### src/hw/rtl/spq_pkg.sv
`default_nettype none

package spq_pkg;

  localparam int TAG_W   = 16;
  localparam int PRIO_W  = 16;
  localparam int CNT_W   = 5;
  localparam int ERR_W   = 2;

  localparam logic OP_ENQ = 1'b0;
  localparam logic OP_DEQ = 1'b1;

  localparam logic [ERR_W-1:0] ERR_OK    = 2'd0;
  localparam logic [ERR_W-1:0] ERR_FULL  = 2'd1;
  localparam logic [ERR_W-1:0] ERR_EMPTY = 2'd2;

  typedef struct packed {
    logic [TAG_W-1:0]  tag;
    logic [PRIO_W-1:0] prio;
  } entry_t;

  // broadcast to every cell of the chain
  typedef struct packed {
    logic   enq;
    logic   deq;
    entry_t new_ent;
  } ctrl_t;

endpackage

`default_nettype wire

### src/hw/rtl/stable_sorted_priority_queue.sv
// Latency: the result of a transaction is presented in the cycle after it is accepted.
// Throughput: one enqueue or dequeue per cycle unless a result waits; every cell
//   of the sorted chain compares against the new entry and shifts one place at once.
// Reset: synchronous rst empties the queue (count to zero) and drops any pending
//   result; stored entries are not cleared and are never shown before written.
`default_nettype none

module stable_sorted_priority_queue #(
  parameter int DEPTH = 16
) (
  input  wire logic                       clk,
  input  wire logic                       rst,
  input  wire logic                       in_valid,
  output logic                            in_ready,
  input  wire logic                       op,
  input  wire logic [spq_pkg::TAG_W-1:0]  item_tag,
  input  wire logic [spq_pkg::PRIO_W-1:0] item_priority,
  output logic                            out_valid,
  input  wire logic                       out_ready,
  output logic [spq_pkg::TAG_W-1:0]       front_tag,
  output logic [spq_pkg::PRIO_W-1:0]      front_priority,
  output logic [spq_pkg::CNT_W-1:0]       entry_count,
  output logic                            is_empty,
  output logic [spq_pkg::ERR_W-1:0]       error_code
);
  import spq_pkg::*;

  localparam int CW = $clog2(DEPTH + 1);

  logic [CW-1:0]      count;
  logic [CW-1:0]      count_next;
  logic [ERR_W-1:0]   err;
  logic [ERR_W-1:0]   err_next;
  logic               in_fire;
  logic               full;
  logic               empty;
  ctrl_t              ctrl;
  entry_t             ents  [DEPTH];
  logic               keeps [DEPTH];
  logic [CW+CNT_W-1:0] count_ext;

  assign in_ready = !out_valid || out_ready;
  assign in_fire  = in_valid && in_ready;
  assign full     = count == CW'(DEPTH);
  assign empty    = count == '0;

  assign ctrl.enq         = in_fire && (op == OP_ENQ) && !full;
  assign ctrl.deq         = in_fire && (op == OP_DEQ) && !empty;
  assign ctrl.new_ent.tag  = item_tag;
  assign ctrl.new_ent.prio = item_priority;

  always_comb begin
    count_next = count;
    err_next   = ERR_OK;
    if (op == OP_ENQ) begin
      if (full) err_next = ERR_FULL;
      else count_next = count + CW'(1);
    end else begin
      if (empty) err_next = ERR_EMPTY;
      else count_next = count - CW'(1);
    end
  end

  always_ff @(posedge clk) begin
    if (rst) begin
      count     <= '0;
      out_valid <= 1'b0;
    end else if (in_fire) begin
      count     <= count_next;
      out_valid <= 1'b1;
    end else if (out_ready) begin
      out_valid <= 1'b0;
    end
  end

  always_ff @(posedge clk) begin
    if (in_fire) begin
      err <= err_next;
    end
  end

  genvar i;
  generate
    for (i = 0; i < DEPTH; i++) begin : g_cell
      entry_t l_ent;
      entry_t r_ent;
      logic   l_keep;

      if (i == 0) begin : g_head
        assign l_ent  = ctrl.new_ent;
        assign l_keep = 1'b1;
      end else begin : g_body
        assign l_ent  = ents[i-1];
        assign l_keep = keeps[i-1];
      end

      if (i == DEPTH - 1) begin : g_tail
        assign r_ent = ents[i];
      end else begin : g_mid
        assign r_ent = ents[i+1];
      end

      spq_cell #(
        .DEPTH (DEPTH),
        .IDX   (i),
        .CW    (CW)
      ) u_cell (
        .clk       (clk),
        .ctrl      (ctrl),
        .count     (count),
        .left_keep (l_keep),
        .left_ent  (l_ent),
        .right_ent (r_ent),
        .ent       (ents[i]),
        .keep      (keeps[i])
      );
    end
  endgenerate

  // results follow the live state; it only moves when no result is pending or it is taken
  assign count_ext      = {{CNT_W{1'b0}}, count};
  assign entry_count    = count_ext[CNT_W-1:0];
  assign is_empty       = empty;
  assign front_tag      = empty ? '0 : ents[0].tag;
  assign front_priority = empty ? '0 : ents[0].prio;
  assign error_code     = err;

  a_count_bound: assert property (@(posedge clk) disable iff (rst)
    count <= CW'(DEPTH))
    else $error("entry count exceeds depth");

  a_enq_grow: assert property (@(posedge clk) disable iff (rst)
    ctrl.enq |=> count == $past(count) + CW'(1))
    else $error("enqueue did not grow count");

  a_deq_shrink: assert property (@(posedge clk) disable iff (rst)
    ctrl.deq |=> count == $past(count) - CW'(1))
    else $error("dequeue did not shrink count");

  a_err_hold: assert property (@(posedge clk) disable iff (rst)
    in_fire && (full && op == OP_ENQ || empty && op == OP_DEQ) |=> $stable(count))
    else $error("rejected transaction changed count");

  a_sorted_head: assert property (@(posedge clk) disable iff (rst)
    count >= CW'(2) |-> ents[0].prio >= ents[1].prio)
    else $error("front pair out of order");

endmodule

`default_nettype wire

### src/hw/rtl/spq_cell.sv
`default_nettype none

module spq_cell #(
  parameter int DEPTH = 16,
  parameter int IDX   = 0,
  parameter int CW    = $clog2(DEPTH + 1)
) (
  input  wire logic            clk,
  input  wire spq_pkg::ctrl_t  ctrl,
  input  wire logic [CW-1:0]   count,
  input  wire logic            left_keep,
  input  wire spq_pkg::entry_t left_ent,
  input  wire spq_pkg::entry_t right_ent,
  output spq_pkg::entry_t      ent,
  output logic                 keep
);
  import spq_pkg::*;

  logic live;

  assign live = CW'(IDX) < count;
  // entries ahead of the insertion point stay put; ties stay ahead of the new one
  assign keep = live && (ent.prio >= ctrl.new_ent.prio);

  always_ff @(posedge clk) begin
    if (ctrl.enq) begin
      if (!keep) begin
        ent <= left_keep ? ctrl.new_ent : left_ent;
      end
    end else if (ctrl.deq) begin
      ent <= right_ent;
    end
  end

endmodule

`default_nettype wire
### config.mk
export PLATFORM = sky130hd
export DESIGN_NAME = stable_sorted_priority_queue
export DESIGN_NICKNAME = d
export VERILOG_FILES = /design/src/hw/rtl/spq_pkg.sv /design/src/hw/rtl/stable_sorted_priority_queue.sv /design/src/hw/rtl/spq_cell.sv
export SDC_FILE = /design/constraint.sdc
export NUM_CORES = 2
export LEC_CHECK = 0
export ABC_AREA = 1
export BUFFER_PORTS_ARGS = -buffer_cell sky130_fd_sc_hd__buf_4
export CORE_MARGIN = 2
export CORE_UTILIZATION = 40
export CTS_BUF_LIST = sky130_fd_sc_hd__clkbuf_8
export CTS_CLUSTER_SIZE = 28
export DETAILED_ROUTE_END_ITERATION = 8
export MAX_ROUTING_LAYER = met4
export PLACE_DENSITY = 0.52
export SLEW_MARGIN = 20
export SYNTH_ARGS = -nofsm -noshare
export SYNTH_HDL_FRONTEND = slang
export SYNTH_SLANG_ARGS = --single-unit
### constraint.sdc
create_clock -name clk -period 12.3 [get_ports clk]
set_clock_uncertainty 0.15 [all_clocks]
set_input_delay 3.69 -clock clk [delete_from_list [all_inputs] [get_ports clk]]
set_output_delay 3.69 -clock clk [all_outputs]
set_load 0.02 [all_outputs]
==> parameters.txt <==
Parameter                              Value

Clock tree
  Buffers inserted by post-CTS timing repair ... 0
  TritonCTS clock tree ... done
  H-Tree Depth ... 3
  Worst-Skew Late Latency ... approximately 0.7 ns
  Number of resized instances in the post-cts repair step ... 0
  Root buffer selected by CTS ... sky130_fd_sc_hd__clkbuf_8
  # hold bufs at CTS ... 0
  Number of buffers added by the clock tree synthesis step ... around 100
  Clock Path Buffers ... 3
  Number of sinks handled by clock tree synthesis ... 520
  CTS clock-pin slew for the worst setup and hold paths ... 0.06 ns

STA
  Worst-margin pin slew ... 1.11 ns
  Max Clk Rate ... roughly 0.13 GHz
  Finish-stage setup viols ... 0
  Final sum of negative setup slack ... 0 ns
  RSZ-0062 raised after global routing ... false
  Post-route fraction of the period consumed by the critical path ... 64.3%
  Final count of pins violating max slew ... 0
  Fin. Hold Viols ... 0
  Minimum clock period after layout ... 7.90 ns
  Worst slew margin ... 25.8%
  Final worst-path setup slack ... about 4.4 ns
  Hold Worst Slack ... 0.362 ns

Floorplanning
  Top-level port count ... 79
  Height of the die ... 295 um
  Die W ... 295 um
  Die Area ... 0.0867 mm2
  Initial Util ... between 40% and 50%
  Standard cell core area ... 0.0836 mm2
  Number of rows created at floorplan ... 106

Global routing
  Wire length of the first global-routing pass ... roughly 140 mm
  Initial antenna violation count ... 2
  Via count of the first global-routing pass ... 26400
  Total congestion overflow ... 0
  All-Layer GR Usage ... about a fifth
  Maximum number of pins on one net before global-route repair ... 219

Job
  Max-cap check violation count ... 0

Route
  Number of nets still failing antenna checks after routing ... 0
  Count of routing violations after the opening detailed-route iteration ... roughly 1900
  Wire length after detailed routing ... 85.3 mm
  Routed vias ... 26200
  Number of iterations in the first detailed-routing pass ... 6
  Vias per cell ... about 4.6
  Detailed-route wire length per cell ... 14.9 um
  DRC Markers ... 0

Yosys
  Flops & latches, synth ... 520
  Area share of fa/ha/maj cells after synthesis ... 9.60%
  Average instance area after synthesis ... 7.44 um2
  Cell area after synthesis ... 0.0338 mm2
  Number of distinct library cells after synthesis ... 33
  Portion of netlist area occupied by mux cells ... 0%
  Fraction of the mapped netlist area in compound gates ... 3.69%
  Sequential fraction of the synthesis area ... 46.1%
  Fraction of registers with async set or reset after synthesis ... 0%
  Main combinational cell family by area after synthesis ... simple AND/OR/NAND/NOR gates
  Net Count, Synth ... 4831
  Number of warnings printed during yosys synthesis ... 0
  Simple-Gate Fraction of Synth Area ... 31.6%
  Post-synth EDFFs ... 514
  Area share of xor/xnor cells in the synthesized design ... 0.0259%
  Top flip-flop cell by instance count after synthesis ... sky130_fd_sc_hd__edfxtp_1
  Number of standard cells after synthesis ... ~4500

Cells and area
  P&R area growth vs syn ... 9.39%
  Commonest cells after routing, fill and taps aside ... sky130_fd_sc_hd__nand2_1 (2565), sky130_fd_sc_hd__inv_1 (599), sky130_fd_sc_hd__edfxtp_1 (514)
  Most common cell after layout, fill and taps aside ... sky130_fd_sc_hd__nand2_1
  Fraction of final layout cells with drive strength greater than 1 ... under 10%
  Non-Filler Cell Area, Final ... 0.0369 mm2
  Number of nets in the layout ... around 4900

Place
  HPWL reported at the end of detailed placement ... 62.5 mm
  Routability-driven placement congestion ratio ... 0.839
  Cell area after placement ... 0.0352 mm2
  Setup WS pre-CTS ... 4.39 ns
  Port buffer count ... between 70 and 80

Worst setup path
  Critical setup path kind ... input pin to output pin
  Startpoint types ... input pin
  CP Max Fanout ... 3
  Element type at the critical path end ... output pin
  Data required time of the worst path ... approximately 8.5 ns
  Data arrival time of the worst path ... between 4 and 5 ns

Power and ir drop
  Power spent charging and discharging nets ... around 1.8 mW
  Relative contribution of the clock network to total power ... about 29%
  Cell-internal power ... ~3.5 mW
  Sw Share ... 34.2%
  Total power divided by cell area ... 145 mW/mm2
  Sequential fraction of design power ... 46.0%
  Logic gate share of total power ... 25.4%
  Max rail drop VDD ... between 0.00007 and 0.00008 V
  Static power due to leakage ... between 20 and 25 nW

Outcome
  Run status ... finished, final reports clean

Hold path
  Hold WC Path Type ... flop to flop
Yosys cell counts (2+ instances only):
library cell	count	area, um2
sky130_fd_sc_hd__a21o_1	10	75.1
sky130_fd_sc_hd__a21oi_1	106	531
sky130_fd_sc_hd__a31oi_1	2	12.5
sky130_fd_sc_hd__buf_1	5	18.8
sky130_fd_sc_hd__buf_2	76	380
sky130_fd_sc_hd__buf_4	20	150
sky130_fd_sc_hd__buf_6	7	78.8
sky130_fd_sc_hd__clkbuf_1	79	297
sky130_fd_sc_hd__dfxtp_1	6	120
sky130_fd_sc_hd__edfxtp_1	514	15400
sky130_fd_sc_hd__ha_1	259	3240
sky130_fd_sc_hd__inv_1	553	2080
sky130_fd_sc_hd__inv_2	4	15.0
sky130_fd_sc_hd__nand2_1	2565	9630
sky130_fd_sc_hd__nand2_2	31	194
sky130_fd_sc_hd__nand3_1	62	310
sky130_fd_sc_hd__nand4_1	17	106
sky130_fd_sc_hd__nor2_1	91	342
sky130_fd_sc_hd__nor2_2	2	12.5
sky130_fd_sc_hd__nor3_1	16	80.1
sky130_fd_sc_hd__o211ai_1	2	15.0
sky130_fd_sc_hd__o21a_1	5	37.5
sky130_fd_sc_hd__o21ai_0	58	290
sky130_fd_sc_hd__o21ai_1	16	80.1
sky130_fd_sc_hd__o21bai_1	21	158
metrics by stage:
step           util, %  power (mW)  std cells
4_1_cts           44.2        5.42       5736
3_5_place_dp      42.1        3.86       5558
2_1_floorplan        -        3.45       4535
5_1_grt           44.2        5.76       5738
3_3_place_gp      42.1        3.83       5558
6_report          44.2        5.35       5738
state kept, by name, indices dropped and copies added, names as in the netlist:
register,flops
error_code,2
entry_count,5
g_cell.u_cell.ent,512
out_valid,1
final timing paths:
| path | start | endpoint | slack, ns | cells past startpoint |
|---|---|---|---|---|
| worst max-delay path | out_ready | in_ready | 4.40 | 4 |
| worst min-delay path | g_cell[15].u_cell.ent[24] | g_cell[14].u_cell.ent[24] | 0.36 | 2 |
| worst max register to register | entry_count[0] | g_cell[0].u_cell.ent[13] | 7.13 | 12 |
| worst min register to register | g_cell[15].u_cell.ent[24] | g_cell[14].u_cell.ent[24] | 0.36 | 2 |
critical path: stages:
cell and delay (ns):
sky130_fd_sc_hd__buf_4 0.10, sky130_fd_sc_hd__inv_1 0.04, sky130_fd_sc_hd__nand2_1 0.07, sky130_fd_sc_hd__buf_4 0.16
layout make-up:
cell class	instances	area, um2
Antenna cell	2	5.00
Sequential cell	520	15600
Clock buffer	99	1360
Clock inverter	79	349
Inverter	559	2100
Fill cell	8666	46600
Multi-Input combinational cell	3269	15200
Tap cell	1080	1350
Timing Repair Buffer	130	988
per-layer routing:
| metal | vias to the layer above | global-route usage (%) | wire length, um |
|---|---|---|---|
| li1 | 14200 | - | - |
| met1 | 11500 | 29.4 | 43600 |
| met2 | 461 | 31.5 | 36300 |
| met3 | 97 | 2.74 | 4020 |
| met4 | 0 | 4.77 | 1390 |
| met5 | - | - | 0 |
power groups by stage:
stage,logic [mW],registers [mW],clock network (mW)
floorplan,1.00,2.45,0
global placement,1.35,2.48,0
detailed placement,1.37,2.49,0
CTS,1.38,2.46,1.59
global route,1.61,2.49,1.66
finish,1.36,2.46,1.53
logic make-up after synthesis:
logic type / count (synthesis)
xor gates and xnor gates: 1
DFF: 520
buffers and inverters: 746
adders and majority gates: 259
and+or+nand+nor: 2785
AOI/OAI and AO/OA: 224
Power figures use the tool's default switching activity.
